### src/rtl/kct_pkg.sv
// ----------------------------------------------------------------------------
// kct_pkg: shared definitions for the keyed counter table
// Table size, opcode and status codes, and the token that travels through
// the chain of table cells.
// ----------------------------------------------------------------------------
package kct_pkg;

  localparam int unsigned MAX_ENTRIES = 64;
  localparam int unsigned IDX_W       = (MAX_ENTRIES > 1) ? $clog2(MAX_ENTRIES) : 1;
  localparam int unsigned KEY_W       = 64;
  localparam int unsigned CNT_W       = 64;
  localparam int unsigned EIDX_W      = 7;

  localparam logic [IDX_W-1:0]         LAST_SLOT = IDX_W'(MAX_ENTRIES - 1);
  localparam logic signed [EIDX_W-1:0] IDX_NONE  = -7'sd1;

  typedef enum logic [1:0] {
    OP_REGISTER = 2'd0,
    OP_LOOKUP   = 2'd1,
    OP_ADD      = 2'd2,
    OP_REMOVE   = 2'd3
  } op_e;

  typedef enum logic [1:0] {
    ST_OK        = 2'd0,
    ST_FULL      = 2'd1,
    ST_NOT_FOUND = 2'd2
  } status_e;

  // One transaction in flight through the cells.
  typedef struct packed {
    logic                      vld;
    op_e                       op;
    logic [KEY_W-1:0]          key;
    logic [CNT_W-1:0]          amount;
    logic                      full;   // table was full when the item entered
    logic                      hit;    // key found in a live slot
    logic                      claim;  // key appended to a free slot
    logic signed [EIDX_W-1:0]  idx;
    logic [CNT_W-1:0]          cnt;
  } tok_t;

  // Slot number masked to the width of the result field.
  function automatic logic signed [EIDX_W-1:0] to_eidx(input logic [IDX_W-1:0] slot);
    logic [IDX_W+EIDX_W-1:0] ext;
    ext = {{EIDX_W{1'b0}}, slot};
    return ext[EIDX_W-1:0];
  endfunction

endpackage

### src/rtl/kct_cell.sv
// ----------------------------------------------------------------------------
// kct_cell: one slot of the keyed counter table
// Holds a key, its counter and a live flag. The token passing by is compared
// against the key, updates the counter on a match, or claims a free slot.
// ----------------------------------------------------------------------------
module kct_cell (
  input  logic                      clk_i,
  input  logic                      rst_ni,
  input  logic                      advance_i,
  input  logic [kct_pkg::IDX_W-1:0] cell_idx_i,
  input  kct_pkg::tok_t             tok_i,
  output kct_pkg::tok_t             tok_o,
  output logic                      live_o
);

  kct_pkg::tok_t             tok_d, tok_q;
  logic                      live_d, live_q;
  logic [kct_pkg::KEY_W-1:0] key_d, key_q;
  logic [kct_pkg::CNT_W-1:0] cnt_d, cnt_q;

  always_comb begin
    tok_d  = tok_i;
    live_d = live_q;
    key_d  = key_q;
    cnt_d  = cnt_q;
    if (tok_i.vld) begin
      if (live_q && !tok_i.hit && (key_q == tok_i.key)) begin
        case (tok_i.op)
          kct_pkg::OP_ADD:    cnt_d = cnt_q + tok_i.amount;
          kct_pkg::OP_REMOVE: cnt_d = (tok_i.amount < cnt_q) ? (cnt_q - tok_i.amount) : '0;
          default:            cnt_d = cnt_q;
        endcase
        tok_d.hit = 1'b1;
        tok_d.idx = kct_pkg::to_eidx(cell_idx_i);
        tok_d.cnt = cnt_d;
      end else if (!live_q && !tok_i.hit && !tok_i.claim && !tok_i.full &&
                   (tok_i.op == kct_pkg::OP_REGISTER)) begin
        // Live slots form a prefix, so the first free slot is the next one.
        live_d      = 1'b1;
        key_d       = tok_i.key;
        cnt_d       = '0;
        tok_d.claim = 1'b1;
        tok_d.idx   = kct_pkg::to_eidx(cell_idx_i);
        tok_d.cnt   = '0;
      end
    end
  end

  always_ff @(posedge clk_i or negedge rst_ni) begin
    if (!rst_ni) begin
      tok_q  <= '0;
      live_q <= 1'b0;
    end else if (advance_i) begin
      tok_q  <= tok_d;
      live_q <= live_d;
    end
  end

  always_ff @(posedge clk_i) begin
    if (advance_i) begin
      key_q <= key_d;
      cnt_q <= cnt_d;
    end
  end

  assign tok_o  = tok_q;
  assign live_o = live_q;

endmodule

### config.mk
export PLATFORM = sky130hd
export DESIGN_NAME = kct_cell
export DESIGN_NICKNAME = d
export VERILOG_FILES = /design/src/rtl/kct_pkg.sv /design/src/rtl/kct_cell.sv
export SDC_FILE = /design/constraint.sdc
export NUM_CORES = 1
export LEC_CHECK = 0
export BUFFER_PORTS_ARGS = -buffer_cell sky130_fd_sc_hd__buf_2
export CAP_MARGIN = 20
export CORE_UTILIZATION = 25
export DETAILED_ROUTE_END_ITERATION = 8
export GPL_ROUTABILITY_DRIVEN = 0
export PLACE_DENSITY_LB_ADDON = 0.25
export SLEW_MARGIN = 40
export SYNTH_ARGS = -nofsm -noshare
export SYNTH_HDL_FRONTEND = slang
export SYNTH_SLANG_ARGS = --single-unit
### constraint.sdc
create_clock -name clk_i -period 8.08 [get_ports clk_i]
set_input_delay 0.808 -clock clk_i [delete_from_list [all_inputs] [get_ports clk_i]]
set_output_delay 0.808 -clock clk_i [all_outputs]
set_load 0.03 [all_outputs]
==> metrics.csv <==
metric;value;unit
switchingPower;1.738;mW
layout.nets;3101;
cp-start-kind;flip-flop;
p_clk_share;40.6;%
syn_inst;2407;
yosysWarnings;0;
drive_gt1_share;24.86;%
cts_root_buf;clkbuf_16;
drv_slew;0;
ys_seq_elements;334;
overflow;0;
cts_setup_buffers;0;
n_fill_cell;9449;
min_path_type;primary input to asynchronous set/reset pin;
seqPwrFrac;36.7;%
h-tree-depth;2;
fin_area;27340;um2
clock_skew;0.01893;ns
crit_family;simple AND/OR/NAND/NOR gates;
r2r_end;tok_o[45];
grtUsageTotal;19.30;%
power_density;191.4;nW/um2
cts.sinks;334;
cap_violations;0;
first_iter_violations;1653;
rsz0062_at_grt;false;
placementRows;109;
die_width;302.3;um
die-area;91400;um2
area_delta_synth_final;21.24;%
ys_seq_area_share;39.91;%
min_period;4.942;ns
final_cell_mix;417 x buf_2, 244 x nor2_1, 206 x dfrtp_1, 203 x a21oi_1, 150 x inv_1;
place_area;25750;um2
p_leak;11.28;nW
crit_buf_inv;1;
critPathCaptureType;flip-flop;
max_slew_margin;41.74;%
worstSkewPairLatency;0.61;ns
final_common_cell;buf_2;
cts_tree;yes;
post-route-drc-count;0;
setup_violations;0;
ctsHoldBuffers;0;
vias;20420;
ir_worst_vdd;0.1435;mV
synthFlopType;dfrtp_1;
clkTransAtPathRegs;0.06;ns
routed_wl;90390;um
synth_area;22550;um2
setup_tns;0;ns
port-buffer-count;419;
stdcell_count;3965;
hpwl;68540;um
ant_nets;0;
antenna_found_initial;12;
routedWlPerCell;22.80;um
die_h;302.3;um
core;88920;um2
regToRegSetupSlack;3.14;ns
netSwitchingFraction;33.23;%
cts-buffers-inserted;46;
crit_fanout;26;
clockBufferDepth;3;
synth.distinct_cells;90;
first_global_vias;19941;
outcome;completed;
worstMarginPinSlew;0.8626;ns
critical_path_class;flip-flop to flip-flop;
async_flop_share;61.68;%
required;8.54;ns
hold_viol_final;0;
cts_resized;0;
dp_cells;3874;
fmax;202.3;MHz
drt-pass1-iter-count;6;
crit_chain;ha_1 -> nand4_2 -> nor4b_2 -> nand4_1 -> o41a_1 -> and3_4 -> nor2_2 -> buf_4 -> nor2_1 -> a221oi_1 -> a2bb2oi_1 -> a21oi_1;
grt_pass1_wl;132500;um
r2r-start;cnt_q[50];
synth_edf_count;128;
synth.net_count;2750;
grt_start_max_net_pins;128;
fin_crit_sh;61.17;%
cp.arrival;5.40;ns
critPathSlowestCell;ha_1;
p_comb_share;22.7;%
initial_core_util;25.36;%
reg2reg_depth;12;
p_int;3.493;mW
via_per_inst;5.150;
io_pins;420;
avgSynthCellArea;9.368;um2
slowest_delay;0.68;ns
## metal layers
layer	up-vias	share of wire (%)	GRT usage (%)
met3	126	8.3	4.970
met2	751	45	30.94
met4	14	2.3	4.786
met1	9945	44	25.73
li1	9584	-	-
met5	-	0.090	0
## worst max-delay path by stage
stage          startpoint         to  slack (ns)  depth (start not counted)
2_1_floorplan  tok_i[151]   cnt_q[0]        1.48                          8
3_3_place_gp   tok_i[151]  tok_o[51]        2.13                          9
3_5_place_dp   tok_i[151]  tok_o[51]        2.62                          9
4_1_cts         key_q[13]  tok_o[51]        3.17                          8
5_1_grt         cnt_q[50]  tok_o[47]        3.01                         12
6_report        cnt_q[50]  tok_o[45]        3.14                         12
## worst register-to-register path, cell delays in order (launching register included)
cell and delay, ns:
edfxtp_1 0.50, ha_1 0.68, nand4_2 0.22, nor4b_2 0.55
nand4_1 0.18, o41a_1 0.48, and3_4 0.19, nor2_2 0.49
buf_4 0.48, nor2_1 0.10, a221oi_1 0.61, a2bb2oi_1 0.23
a21oi_1 0.08
## layout make-up
| type | instances | area, um2 | share of cell area (%) |
|---|---|---|---|
| Clock inverter | 25 | 255.2 | 0.9337 |
| Antenna cell | 4 | 10.01 | 0.03661 |
| Tap cell | 1165 | 1458 | 5.332 |
| Timing Repair Buffer | 441 | 2326 | 8.508 |
| Clock buffer | 61 | 1291 | 4.723 |
| Sequential cell | 334 | 8999 | 32.92 |
| Inverter | 156 | 585.6 | 2.142 |
| Multi-Input combinational cell | 1779 | 12410 | 45.41 |
## kinds of logic after synthesis
logic type / count (synthesis) / share of synthesized area [%]
adder cells (fa/ha/maj): 129 / 7.224
XOR/XNOR: 111 / 4.311
buffers and inverters: 294 / 5.271
multiplexers: 144 / 7.119
flip-flops: 334 / 39.91
AO/OA/AOI/OAI: 702 / 21.17
AND/OR/NAND/NOR: 693 / 14.99
## power groups by stage
stage               combinational [mW]  sequential [mW]  clock [mW]
finish                            1.19             1.92        2.13
global route                      1.28             1.93        2.27
CTS                               1.19             1.92        2.21
detailed placement                1.18             1.95           0
global placement                  1.19             1.95           0
floorplan                        0.543             2.15           0
## registers in the layout (all words and copies together) (netlist names)
name	flops
tok_o	205
cnt_q	64
key_q	64
live_o	1
## per-stage QoR
step	power, mW	worst slack [ns]	utilization [%]	hold slack, ns
final	5.232	3.138	30.74	0.1894
after global routing	5.479	3.008	30.74	0.2397
after CTS	5.314	3.170	30.69	0.2106
after detailed placement	3.134	2.622	28.95	0.4775
after global placement	3.133	2.130	28.93	0.4673
after floorplan	2.694	1.476	-	0.5124
## cell usage after synthesis (42+ instances only)
cell	count	area, um2
xnor2_1	70	613.1
clkbuf_1	91	341.6
dfrtp_1	206	5155
nor2_1	245	919.6
a21oi_1	205	1026
nand4_1	42	262.8
o21ai_0	109	545.5
a221oi_1	43	376.6
inv_1	151	566.8
mux2_2	131	1475
edfxtp_1	128	3844
nand2_1	124	465.5
ha_1	127	1589
nand3_1	48	240.2
Note: power is estimated with default switching activity, not from simulation.
